## config.mk

```make
export PLATFORM = sky130hd
export DESIGN_NAME = hires_pwm_duty_sigma_delta
export DESIGN_NICKNAME = d
export VERILOG_FILES = /design/src/hpwm_pkg.sv /design/src/hires_pwm_duty_sigma_delta.sv
export SDC_FILE = /design/constraint.sdc
export NUM_CORES = 1
export LEC_CHECK = 0
export BUFFER_PORTS_ARGS = -buffer_cell sky130_fd_sc_hd__buf_2
export CAP_MARGIN = 5
export CORE_MARGIN = 8
export CORE_UTILIZATION = 40
export CTS_CLUSTER_SIZE = 10
export DETAILED_ROUTE_END_ITERATION = 8
export GPL_TIMING_DRIVEN = 0
export PLACE_DENSITY = 0.67
export SETUP_SLACK_MARGIN = 0.05
export SYNTH_ARGS = -nofsm -noshare
export SYNTH_HDL_FRONTEND = slang
export SYNTH_SLANG_ARGS = --single-unit
```

## constraint.sdc

```tcl
create_clock -name clk -period 5.2 [get_ports clk]
set_input_delay 0.52 -clock clk [delete_from_list [all_inputs] [get_ports clk]]
set_output_delay 0.52 -clock clk [all_outputs]
set_load 0.01 [all_outputs]
```

## src/hpwm_pkg.sv

```systemverilog
// Shared constants and types for the high-resolution PWM duty / sigma-delta block.
// Used by hires_pwm_duty_sigma_delta. No dependencies.
`default_nettype none

package hpwm_pkg;

  localparam int SIGMA_FRAC_BITS_DEF = 16;

  localparam int DUTY_W   = 32;
  localparam int PERIOD_W = 16;
  localparam int SCALE_W  = 16;
  localparam int PROD_W   = DUTY_W + PERIOD_W;
  localparam int COARSE_W = 16;
  localparam int STEP_W   = 8;
  localparam int FINE_W   = 2 * STEP_W;

  localparam int CFG_IDX_W  = 8;
  localparam int CFG_DATA_W = 16;
  localparam int OUT_W      = COARSE_W + 2 * STEP_W;

  // Shift-add passes per multiply: one per multiplier bit.
  localparam int MUL_STEPS = PERIOD_W;
  localparam int CNT_W     = $clog2(MUL_STEPS);

  localparam logic [PERIOD_W-1:0] MIN_PERIOD    = 16'd16;
  localparam logic [PERIOD_W-1:0] PERIOD_RESET  = 16'hFFFF;
  localparam logic [SCALE_W-1:0]  SCALE_RESET   = 16'h0000;

  localparam logic [CFG_IDX_W-1:0] REG_PERIOD_COUNT = 8'd0;
  localparam logic [CFG_IDX_W-1:0] REG_MEP_SCALE    = 8'd1;

  typedef enum logic [5:0] {
    ST_IDLE = 6'b000001,
    ST_MUL1 = 6'b000010,
    ST_MUL2 = 6'b000100,
    ST_SIG1 = 6'b001000,
    ST_SIG2 = 6'b010000,
    ST_FIN  = 6'b100000
  } state_t;

endpackage

`default_nettype wire

```

## src/hires_pwm_duty_sigma_delta.sv

```systemverilog
// Top level of the high-resolution PWM duty calculator with delta-sigma fine-step dither.
// Depends on hpwm_pkg.
`default_nettype none

// One duty item per PWM period. The duty (0.32) is multiplied by the period
// (clamped to at least 16) on a single shift-add unit, one multiplier bit per
// cycle; the low 32 product bits are then multiplied by mep_scale on the same
// unit. Two delta-sigma steps on the fraction byte follow, and the result is
// loaded into the output register once the output is free. The input is
// ready again in the same cycle that the result appears: the block holds one
// item at a time and takes no new one until the last result is loaded. Config
// writes are always accepted and must be made while the block is idle.
module hires_pwm_duty_sigma_delta #(
  parameter int SIGMA_FRAC_BITS = hpwm_pkg::SIGMA_FRAC_BITS_DEF
) (
  input  wire                              clk,
  input  wire                              rst,
  // duty_ratio [31:0]
  input  wire  [hpwm_pkg::DUTY_W-1:0]      s_tdata,
  input  wire                              s_tvalid,
  output logic                             s_tready,
  // coarse_count [15:0], fine_step_a [23:16], fine_step_b [31:24]
  output logic [hpwm_pkg::OUT_W-1:0]       m_tdata,
  output logic                             m_tvalid,
  input  wire                              m_tready,
  input  wire                              cfg_valid,
  output logic                             cfg_ready,
  input  wire  [hpwm_pkg::CFG_IDX_W-1:0]   cfg_index,
  input  wire  [hpwm_pkg::CFG_DATA_W-1:0]  cfg_data
);

  localparam int ACC_W = SIGMA_FRAC_BITS + 2;
  localparam logic [ACC_W-1:0] ACC_INIT = {1'b1, {(ACC_W-1){1'b0}}};
  localparam logic [ACC_W-1:0] DELTA    = ACC_W'(3) << SIGMA_FRAC_BITS;

  hpwm_pkg::state_t state, state_next;

  logic [hpwm_pkg::PERIOD_W-1:0] period_count;
  logic [hpwm_pkg::SCALE_W-1:0]  mep_scale;

  // shared shift-add multiplier
  logic [hpwm_pkg::PROD_W-1:0]   prod;
  logic [hpwm_pkg::DUTY_W-1:0]   mcand;
  logic [hpwm_pkg::PERIOD_W-1:0] mplier;
  logic [hpwm_pkg::CNT_W-1:0]    cnt;
  logic [hpwm_pkg::DUTY_W:0]     mul_sum;
  logic [hpwm_pkg::PROD_W-1:0]   mul_step;
  logic                          mul_last;

  logic [hpwm_pkg::COARSE_W-1:0] coarse;
  logic [hpwm_pkg::FINE_W-1:0]   fine;

  logic [ACC_W-1:0]              sigma_accum;
  logic [ACC_W-1:0]              sigma_sum;
  logic                          swap_toggle;
  logic                          first_bit;

  logic [hpwm_pkg::STEP_W-1:0]   base;
  logic [hpwm_pkg::STEP_W-1:0]   step_first;
  logic [hpwm_pkg::STEP_W-1:0]   step_second;
  logic                          in_take;
  logic                          out_free;

  assign cfg_ready = 1'b1;
  assign s_tready  = (state == hpwm_pkg::ST_IDLE);
  assign in_take   = s_tvalid && s_tready;
  assign out_free  = !m_tvalid || m_tready;

  assign mul_sum  = {1'b0, prod[hpwm_pkg::PROD_W-1:hpwm_pkg::PERIOD_W]}
                  + {1'b0, (mplier[0] ? mcand : {hpwm_pkg::DUTY_W{1'b0}})};
  assign mul_step = {mul_sum, prod[hpwm_pkg::PERIOD_W-1:1]};
  assign mul_last = (cnt == hpwm_pkg::CNT_W'(hpwm_pkg::MUL_STEPS - 1));

  // feedback always follows the current top bit
  assign sigma_sum = sigma_accum + ACC_W'(fine[hpwm_pkg::STEP_W-1:0])
                   + (sigma_accum[ACC_W-1] ? DELTA : {ACC_W{1'b0}});

  assign base        = fine[hpwm_pkg::FINE_W-1:hpwm_pkg::STEP_W];
  assign step_first  = base + hpwm_pkg::STEP_W'(first_bit);
  assign step_second = base + hpwm_pkg::STEP_W'(sigma_accum[ACC_W-1]);

  always_comb begin
    state_next = state;
    unique case (state)
      hpwm_pkg::ST_IDLE: if (in_take) state_next = hpwm_pkg::ST_MUL1;
      hpwm_pkg::ST_MUL1: if (mul_last) state_next = hpwm_pkg::ST_MUL2;
      hpwm_pkg::ST_MUL2: if (mul_last) state_next = hpwm_pkg::ST_SIG1;
      hpwm_pkg::ST_SIG1: state_next = hpwm_pkg::ST_SIG2;
      hpwm_pkg::ST_SIG2: state_next = hpwm_pkg::ST_FIN;
      hpwm_pkg::ST_FIN:  if (out_free) state_next = hpwm_pkg::ST_IDLE;
      default:           state_next = hpwm_pkg::ST_IDLE;
    endcase
  end

  always_ff @(posedge clk) begin
    if (rst) begin
      state        <= hpwm_pkg::ST_IDLE;
      period_count <= hpwm_pkg::PERIOD_RESET;
      mep_scale    <= hpwm_pkg::SCALE_RESET;
      sigma_accum  <= ACC_INIT;
      swap_toggle  <= 1'b0;
      m_tvalid     <= 1'b0;
      cnt          <= '0;
    end else begin
      state <= state_next;
      if (cfg_valid && cfg_ready) begin
        unique case (cfg_index)
          hpwm_pkg::REG_PERIOD_COUNT: period_count <= cfg_data;
          hpwm_pkg::REG_MEP_SCALE:    mep_scale    <= cfg_data;
          default: ;
        endcase
      end
      if (state == hpwm_pkg::ST_MUL1 || state == hpwm_pkg::ST_MUL2) cnt <= cnt + 1'b1;
      else cnt <= '0;
      if (state == hpwm_pkg::ST_SIG1 || state == hpwm_pkg::ST_SIG2) sigma_accum <= sigma_sum;
      if (state == hpwm_pkg::ST_FIN && out_free) begin
        m_tvalid    <= 1'b1;
        swap_toggle <= ~swap_toggle;
      end else if (m_tvalid && m_tready) begin
        m_tvalid <= 1'b0;
      end
    end
  end

  // datapath, no reset
  always_ff @(posedge clk) begin
    unique case (state)
      hpwm_pkg::ST_IDLE: begin
        mcand  <= s_tdata;
        mplier <= (period_count < hpwm_pkg::MIN_PERIOD) ? hpwm_pkg::MIN_PERIOD : period_count;
        prod   <= '0;
      end
      hpwm_pkg::ST_MUL1: begin
        if (mul_last) begin
          coarse <= mul_step[hpwm_pkg::PROD_W-1:hpwm_pkg::DUTY_W];
          mcand  <= mul_step[hpwm_pkg::DUTY_W-1:0];
          mplier <= mep_scale;
          prod   <= '0;
        end else begin
          prod   <= mul_step;
          mplier <= mplier >> 1;
        end
      end
      hpwm_pkg::ST_MUL2: begin
        prod   <= mul_step;
        mplier <= mplier >> 1;
        if (mul_last) fine <= mul_step[hpwm_pkg::PROD_W-1:hpwm_pkg::DUTY_W];
      end
      hpwm_pkg::ST_SIG1: first_bit <= sigma_sum[ACC_W-1];
      hpwm_pkg::ST_SIG2: ;
      hpwm_pkg::ST_FIN: begin
        if (out_free) begin
          m_tdata[hpwm_pkg::COARSE_W-1:0] <= coarse;
          if (swap_toggle) begin
            m_tdata[hpwm_pkg::COARSE_W +: hpwm_pkg::STEP_W] <= step_first;
            m_tdata[hpwm_pkg::COARSE_W + hpwm_pkg::STEP_W +: hpwm_pkg::STEP_W] <= step_second;
          end else begin
            m_tdata[hpwm_pkg::COARSE_W +: hpwm_pkg::STEP_W] <= step_second;
            m_tdata[hpwm_pkg::COARSE_W + hpwm_pkg::STEP_W +: hpwm_pkg::STEP_W] <= step_first;
          end
        end
      end
      default: ;
    endcase
  end

`ifndef SYNTH
  // one item at a time: ready drops right after an accept
  a_one_item: assert property (@(posedge clk) disable iff (rst)
    s_tvalid && s_tready |=> !s_tready)
    else $error("input accepted twice in a row");

  // the pass counter only runs inside the multiply states
  a_cnt_idle: assert property (@(posedge clk) disable iff (rst)
    (state == hpwm_pkg::ST_IDLE || state == hpwm_pkg::ST_FIN) |-> cnt == '0)
    else $error("multiply counter not cleared");

  // the two dithered steps never differ by more than one
  a_step_gap: assert property (@(posedge clk) disable iff (rst)
    $rose(m_tvalid) |->
      (m_tdata[23:16] == m_tdata[31:24]) ||
      (m_tdata[23:16] == m_tdata[31:24] + 8'd1) ||
      (m_tdata[31:24] == m_tdata[23:16] + 8'd1))
    else $error("fine steps differ by more than one");
`endif

endmodule

`default_nettype wire

```

==> results of run 1 <==
[synth_stat cells, types with 7 or more instances]
cell type and n:
sky130_fd_sc_hd__nand3_1 16, sky130_fd_sc_hd__dfxtp_1 62, sky130_fd_sc_hd__o21bai_1 10, sky130_fd_sc_hd__nand4_1 11
sky130_fd_sc_hd__nor2_1 82, sky130_fd_sc_hd__mux2_2 21, sky130_fd_sc_hd__and2_1 60, sky130_fd_sc_hd__nor4_1 7
sky130_fd_sc_hd__inv_1 37, sky130_fd_sc_hd__o21a_1 8, sky130_fd_sc_hd__o21ai_0 33, sky130_fd_sc_hd__ha_1 46
sky130_fd_sc_hd__a211o_1 18, sky130_fd_sc_hd__nand2_1 60, sky130_fd_sc_hd__a31oi_1 9, sky130_fd_sc_hd__edfxtp_1 160
sky130_fd_sc_hd__a21o_1 20, sky130_fd_sc_hd__nand2b_1 10, sky130_fd_sc_hd__xor2_1 22, sky130_fd_sc_hd__a222oi_1 14
sky130_fd_sc_hd__nor3_1 10, sky130_fd_sc_hd__clkbuf_1 37, sky130_fd_sc_hd__xnor2_1 33, sky130_fd_sc_hd__a21oi_1 47
sky130_fd_sc_hd__mux2i_1 24, sky130_fd_sc_hd__nor2b_1 19, sky130_fd_sc_hd__nand3b_1 8
[sequential cells by signal, summed over array words and instances, names as in the netlist]
signal and flops:
mplier 16, coarse 16, mep_scale 16, first_bit 1, period_count 16, prod 47, fine 16, m_tdata 32
m_tvalid 1, state 6, sigma_accum 18, swap_toggle 1, cnt 4, mcand 32
[kinds of logic (layout without fill, tap and decap cells)]
family / Yosys count / count (layout) / share of synthesized area
simple gates: 301 / 301 / 0.1406
flops: 222 / 222 / 0.5552
compound gates: 198 / 198 / 0.1282
buf+inv: 86 / 230 / 0.03102
xor+xnor: 55 / 55 / 0.04424
fa+ha+maj: 48 / 48 / 0.05653
mux: 45 / 45 / 0.04378
other cells: 1 / 1 / 0.0003444
[power by group through the flow]
| stage | clock (µW) | combinational, µW | sequential, µW |
|---|---|---|---|
| after floorplan | 0 | 1040 | 2250 |
| after global placement | 0 | 1410 | 2280 |
| after detailed placement | 0 | 1440 | 2260 |
| after CTS | 1650 | 1450 | 2230 |
| after global routing | 1730 | 1600 | 2240 |
| final | 1610 | 1450 | 2230 |
[metrics by stage]
| stage | hold WS (ps) | total power (µW) | utilization |
|---|---|---|---|
| after floorplan | 400.3 | 3284 | - |
| after global placement | 401.9 | 3683 | 0.4384 |
| after detailed placement | 408.4 | 3702 | 0.4412 |
| after CTS | 194.7 | 5324 | 0.4690 |
| after global routing | 196.5 | 5577 | 0.4690 |
| final | 210.7 | 5280 | 0.4690 |
[final timing paths]
path	startpoint	to	slack, ps
max	mplier[0]$_DFFE_PP_	coarse[13]$_DFFE_PP_	1400
min	cfg_data[15]	period_count[15]$_SDFFE_PP1P_	210
max reg2reg	mplier[0]$_DFFE_PP_	coarse[13]$_DFFE_PP_	1400
min reg2reg	coarse[6]$_DFFE_PP_	m_tdata[6]$_DFFE_PP_	420
[layer usage]
metal  routed length [µm]  vias to the layer above  GRT usage
met5                    0                        -          0
met4                  463                        0    0.03444
met3                 1208                       29    0.02889
met2                11510                      162     0.2504
met1                11420                     3573     0.1941
li1                     -                     3753          -
[final cells by class]
cell class / count / area, µm²
Fill cell: 2489 / 14270
Sequential cell: 222 / 6046
Multi-Input combinational cell: 648 / 4532
Clock buffer: 46 / 725.7
Timing Repair Buffer: 96 / 515.5
Tap cell: 341 / 426.7
Buffer: 49 / 198.9
Inverter: 37 / 138.9
Clock inverter: 2 / 21.27
[layout by cell type (no fill, tap or decap), types with 5 or more instances in the layout]
master / count
sky130_fd_sc_hd__a222oi_1: 14
sky130_fd_sc_hd__nor2b_1: 18
sky130_fd_sc_hd__xnor2_1: 33
sky130_fd_sc_hd__a21o_1: 20
sky130_fd_sc_hd__nand3b_1: 8
sky130_fd_sc_hd__nor2_1: 82
sky130_fd_sc_hd__and2_1: 60
sky130_fd_sc_hd__nor4_1: 7
sky130_fd_sc_hd__a21oi_1: 47
sky130_fd_sc_hd__and3_1: 5
sky130_fd_sc_hd__o21a_1: 8
sky130_fd_sc_hd__a31oi_1: 9
sky130_fd_sc_hd__nand2_1: 59
sky130_fd_sc_hd__nand3_1: 16
sky130_fd_sc_hd__mux2i_1: 24
sky130_fd_sc_hd__buf_2: 98
sky130_fd_sc_hd__inv_1: 37
sky130_fd_sc_hd__nand2b_1: 10
sky130_fd_sc_hd__ha_1: 46
sky130_fd_sc_hd__a211o_1: 18
sky130_fd_sc_hd__o21ai_0: 32
sky130_fd_sc_hd__nor3_1: 10
sky130_fd_sc_hd__xor2_1: 22
sky130_fd_sc_hd__edfxtp_1: 160
sky130_fd_sc_hd__clkbuf_1: 57
sky130_fd_sc_hd__clkbuf_16: 26
sky130_fd_sc_hd__o21bai_1: 10
sky130_fd_sc_hd__nand4_1: 11
sky130_fd_sc_hd__a211oi_1: 5
sky130_fd_sc_hd__mux2_2: 21
sky130_fd_sc_hd__dfxtp_1: 62
==> flow_metrics.env, run 1 <==
export IMPL_cts_htree_levels=1
export IMPL_syn_num_nets=1065
export IMPL_final_min_period_over_clock_period=0.7311
export IMPL_floorplan_die_width_um=181.0
export IMPL_numPlacedInstances=1393
export IMPL_cts_root_buf="sky130_fd_sc_hd__clkbuf_16"
export IMPL_cts_hold_buffers_added=0
export IMPL_whs_path_depth=2
export IMPL_max_slew_worst_pin_slew_ps=951.9
export IMPL_post_cts_buffers=0
export IMPL_ys_seq_area_frac=0.5552
export IMPL_synthesis_area_um2=10890
export IMPL_max_clock_path_buffers=3
export IMPL_clock_tree_from_tritoncts="yes"
export IMPL_layout_cells_excl_fill=1441
export IMPL_power_frac_seq=0.422
export IMPL_drv_cap=0
export IMPL_place_area_um2=11860
export IMPL_layout_area_overhead_vs_synth_pct=15.75
export IMPL_cts_buffers_inserted=26
export IMPL_finalMaxSlewViolations=0
export IMPL_netlist_area_leader_share=0.4412
export IMPL_worst_path_buf_inv=2
export IMPL_worst_setup_start_kind="flip-flop"
export IMPL_finClkSkew_ps=20.59
export IMPL_io_pins=96
export IMPL_timing_critical_path_mode_cell="sky130_fd_sc_hd__o2111ai_1"
export IMPL_ys_flop_type="sky130_fd_sc_hd__edfxtp_1"
export IMPL_drc=0
export IMPL_arrival_ps=4130
export IMPL_sw_ratio=0.3135
export IMPL_timing_critical_path_to_type="flip-flop"
export IMPL_insertion_delay_ps=530
export IMPL_ir_drop_uv=246.8
export IMPL_setup_total_negative_slack_ps=0
export IMPL_worst_r2r_path_depth=12
export IMPL_clkTransAtPathRegs_ps=60
export IMPL_critical_path_peak_fanout=10
export IMPL_number_of_endpoints_with_negative_hold_slack_in_the_final_report=0
export IMPL_synth_warning_count=0
export IMPL_outcome="complete, no violations"
export IMPL_postSynthRegisterBits=222
export IMPL_first_global_vias=7695
export IMPL_finalInstanceArea_um2=12600
export IMPL_worstPathCellList="clkbuf_1 > and2_1 > ha_1 > inv_1 > fa_1 > nand2b_1 > a21oi_1 > o2111ai_1 > a31oi_1 > o2111ai_1 > a41oi_2 > xor2_1"
export IMPL_port_buffers=93
export IMPL_synth_top_cell_by_area="sky130_fd_sc_hd__edfxtp_1"
export IMPL_combPwrFrac=0.274
export IMPL_syn_area_per_cell_um2=11.39
export IMPL_detailed_place_hpwl_um=18100
export IMPL_antenna_found_initial=0
export IMPL_drive_above_1_share=0.1509
export IMPL_floorplan_initialDensity=0.4052
export IMPL_setup_violations_final=0
export IMPL_ys_top_cells_by_area="sky130_fd_sc_hd__edfxtp_1 44%, sky130_fd_sc_hd__dfxtp_1 11%, sky130_fd_sc_hd__ha_1 5.3%"
export IMPL_vias_per_cell=5.217
export IMPL_static_leakage_power_uw=0.004893
export IMPL_routedWlPerCell_um=17.07
export IMPL_async_reset_ff_frac=0
export IMPL_route_vias_total=7517
export IMPL_detail_route_first_pass_iterations=8
export IMPL_diodes=0
export IMPL_worstPathRequired_ps=5530
export IMPL_power_density_nw_per_um2=418.9
export IMPL_relSlewSlack=0.3640
export IMPL_p_sw_uw=1655
export IMPL_timing_critical_path_slowest_cell_delay_ps=460
export IMPL_fin_ws_ps=1398
export IMPL_dieArea_um2=32760
export IMPL_max_clock_freq_mhz=263.0
export IMPL_route_antenna_remaining_nets=0
export IMPL_die_h_um=181.0
export IMPL_gp_congestion=0.8588
export IMPL_routed_wl_um=24600
export IMPL_cts_repair_resized=0
export IMPL_placeableCoreArea_um2=26880
export IMPL_unrepaired_setup_endpoints_after_global_routing="no"
export IMPL_fp_row_count=60
export IMPL_clock_share_of_power=0.305
export IMPL_grt_pass1_wl_um=40020
export IMPL_synthDistinctLibCells=61
export IMPL_grt_usage=0.1483
export IMPL_cts_sink_count=222
export IMPL_synth_enable_flop_cells=160
export IMPL_drt_iter0_drc=417
export IMPL_gate_count_of_the_mapped_netlist=956
export IMPL_holdCritPathClass="primary input to flip-flop"
export IMPL_internal_power_uw=3625
export IMPL_grt_max_degree=64
export IMPL_critical_path_top_delay_family="compound AO/OA/AOI/OAI gates"
export IMPL_logic_depth_of_the_worst_setup_path_including_buffers=12
export IMPL_timing_worst_setup_path_type="flip-flop to flip-flop"
export IMPL_layout_nets=1189
export IMPL_period_needed_ps=3802
export IMPL_crit_path_top_delay_cell="sky130_fd_sc_hd__edfxtp_1"
export IMPL_place_worst_setup_slack_ps=1426
export IMPL_grt_overflow=0
Note: power is estimated with default switching activity, not from simulation.
==> inputs of run 2 (changes only) <==
clock period = 3.65 ns   (was 5.2 ns; I/O delays follow)
==> run 2 against run 1 <==
Against the previous run:
- sequential power increased by 42%
- final cell count about the same
- wire length increased by 0.82%
- worst setup slack got worse by 1100 ps
- via count increased by 0.71%
- total power increased by 45%
- combinational power increased by 43%
- first-iteration DRC count increased by 16%
- flip-flop and latch count unchanged
- cell area increased by 0.58%
- register-to-register slack got worse by 1100 ps
- clock skew decreased by 14 ps
==> flow_metrics.env, run 2 (synthesis results as in run 1) <==
export IMPL_number_of_endpoints_with_negative_hold_slack_in_the_final_report=0
export IMPL_nFillCells=2458
export IMPL_drt_iter0_drc=484
export IMPL_max_slew_worst_pin_slew_ps=942.7
export IMPL_place_area_um2=11860
export IMPL_detail_route_first_pass_iterations=5
export IMPL_unrepaired_setup_endpoints_after_global_routing="no"
export IMPL_finalInstanceArea_um2=12680
export IMPL_cts_hold_buffers_added=0
export IMPL_setup_violations_final=0
export IMPL_worstPathCellList="clkbuf_4 > and2_1 > ha_1 > inv_1 > fa_1 > nand2b_1 > a21oi_2 > o2111ai_1 > a31oi_2 > o2111ai_1 > mux2_2 > nand3_1"
export IMPL_timing_worst_setup_path_type="flip-flop to flip-flop"
export IMPL_crit_path_top_delay_cell="sky130_fd_sc_hd__edfxtp_1"
export IMPL_number_of_flip_flops_under_the_largest_register_name=47
export IMPL_fp_row_count=60
export IMPL_finClkSkew_ps=6.955
export IMPL_layout_commonest_cell="sky130_fd_sc_hd__edfxtp_1"
export IMPL_gp_congestion=0.8560
export IMPL_critical_path_peak_fanout=10
export IMPL_fin_ws_ps=248.3
export IMPL_fin_total_pwr_uw=7652
export IMPL_power_density_nw_per_um2=603.6
export IMPL_most_used_cells_in_the_layout_excluding_fill_and_tap_cells="160 x sky130_fd_sc_hd__edfxtp_1, 98 x sky130_fd_sc_hd__buf_2, 81 x sky130_fd_sc_hd__nor2_1, 62 x sky130_fd_sc_hd__dfxtp_1, 60 x sky130_fd_sc_hd__and2_1"
export IMPL_clkTransAtPathRegs_ps=60
export IMPL_grt_overflow=0
export IMPL_floorplan_die_width_um=181.0
export IMPL_relSlewSlack=0.3702
export IMPL_io_pins=96
export IMPL_diodes=0
export IMPL_cp_startpoint="mplier[0]$_DFFE_PP_"
export IMPL_max_clock_freq_mhz=294.0
export IMPL_place_worst_setup_slack_ps=-150.5
export IMPL_vias_per_cell=5.257
export IMPL_ir_drop_uv=396.3
export IMPL_worstPathRequired_ps=3860
export IMPL_regToRegSetupSlack_ps=250
export IMPL_first_global_vias=7686
export IMPL_antenna_found_initial=0
export IMPL_final_min_period_over_clock_period=0.9320
export IMPL_insertion_delay_ps=520
export IMPL_layout_area_overhead_vs_synth_pct=16.42
export IMPL_floorplan_initialDensity=0.4052
export IMPL_dieArea_um2=32760
export IMPL_layout_nets=1189
export IMPL_biggestRegsByFlops="prod (47), m_tdata (32), mcand (32)"
export IMPL_max_clock_path_buffers=3
export IMPL_port_buffers=93
export IMPL_timing_critical_path_to_type="flip-flop"
export IMPL_timing_critical_path_mode_cell="sky130_fd_sc_hd__o2111ai_1"
export IMPL_route_antenna_remaining_nets=0
export IMPL_die_h_um=181.0
export IMPL_grt_usage=0.1470
export IMPL_placeableCoreArea_um2=26880
export IMPL_grt_max_degree=64
export IMPL_drive_above_1_share=0.1574
export IMPL_arrival_ps=3610
export IMPL_grt_pass1_wl_um=39670
export IMPL_worst_setup_start_kind="flip-flop"
export IMPL_drc=0
export IMPL_finalMaxSlewViolations=0
export IMPL_drv_cap=0
export IMPL_clock_tree_from_tritoncts="yes"
export IMPL_static_leakage_power_uw=0.004925
export IMPL_rr_startpoint="mplier[0]$_DFFE_PP_"
export IMPL_routed_wl_um=24800
export IMPL_cts_buffers_inserted=26
export IMPL_period_needed_ps=3402
export IMPL_registers_top_by_ff_count="prod"
export IMPL_cts_sink_count=222
export IMPL_outcome="complete, no violations"
export IMPL_timing_critical_path_slowest_cell_delay_ps=420
export IMPL_route_vias_total=7570
export IMPL_detailed_place_hpwl_um=18100
export IMPL_holdCritStartpoint="cfg_data[1]"
export IMPL_cts_root_buf="sky130_fd_sc_hd__clkbuf_16"
export IMPL_holdCritPathClass="primary input to flip-flop"
export IMPL_routedWlPerCell_um=17.22
export IMPL_cts_htree_levels=1
==> run 2: path summary, 6_finish.rpt <==
path | end | cells past startpoint
hold reg to reg | m_tdata[14]$_DFFE_PP_ | 0
setup / recovery | fine[9]$_DFFE_PP_ | 12
setup reg to reg | fine[9]$_DFFE_PP_ | 12
hold / removal | period_count[1]$_SDFFE_PP1P_ | 2
==> run 2: worst max-delay path, delay by kind of cell (launching register included) <==
| family | cells | cell delay [ps] |
|---|---|---|
| AO/OA/AOI/OAI | 4 | 980 |
| adder cells (fa/ha/maj) | 2 | 550 |
| AND/OR/NAND/NOR | 3 | 510 |
| flip-flops | 1 | 420 |
| buffers and inverters | 2 | 310 |
| multiplexers | 1 | 310 |
==> run 2: metrics by stage <==
step | hold slack [ps] | instances | utilization | setup TNS [ps]
2_1_floorplan | 400.3 | 956 | - | 0
3_3_place_gp | 401.4 | 1390 | 0.4384 | -65290
3_5_place_dp | 405.4 | 1392 | 0.4414 | -950.9
4_1_cts | 43.11 | 1439 | 0.4710 | 0
5_1_grt | 51.88 | 1440 | 0.4717 | 0
6_report | 58.52 | 1440 | 0.4717 | 0
==> run 2: routing by layer <==
layer,wire (µm),track usage
met4,465,0.03477
met5,0,0
met3,1403,0.02869
met1,11200,0.1887
met2,11740,0.2520
==> run 2: final cells by class <==
type / count / area (µm²) / area share
plain buffers: 49 / 202.7 / 0.01599
clock buffers: 47 / 790.8 / 0.06238
inverters: 37 / 138.9 / 0.01096
multi-input cells: 648 / 4544 / 0.3585
flip-flops and latches: 222 / 6046 / 0.4769
well taps: 341 / 426.7 / 0.03366
repair buffers: 96 / 528.0 / 0.04165
==> run 2: timing repair <==
item                                    4_1_cts  5_1_grt
gates resized for setup                       2        2
setup buffers                                 0        1
endpoints found under the setup margin       12       15
gates cloned                                  0        0
pin swaps                                     0        1
==> run 2: report_power, final <==
group / total (µW) / switching (µW) / leakage [µW] / internal, µW
logic: 2080 / 1340 / 0.00252 / 734
clock network: 2410 / 962 / 0.000380 / 1440
registers: 3170 / 74.5 / 0.00203 / 3100
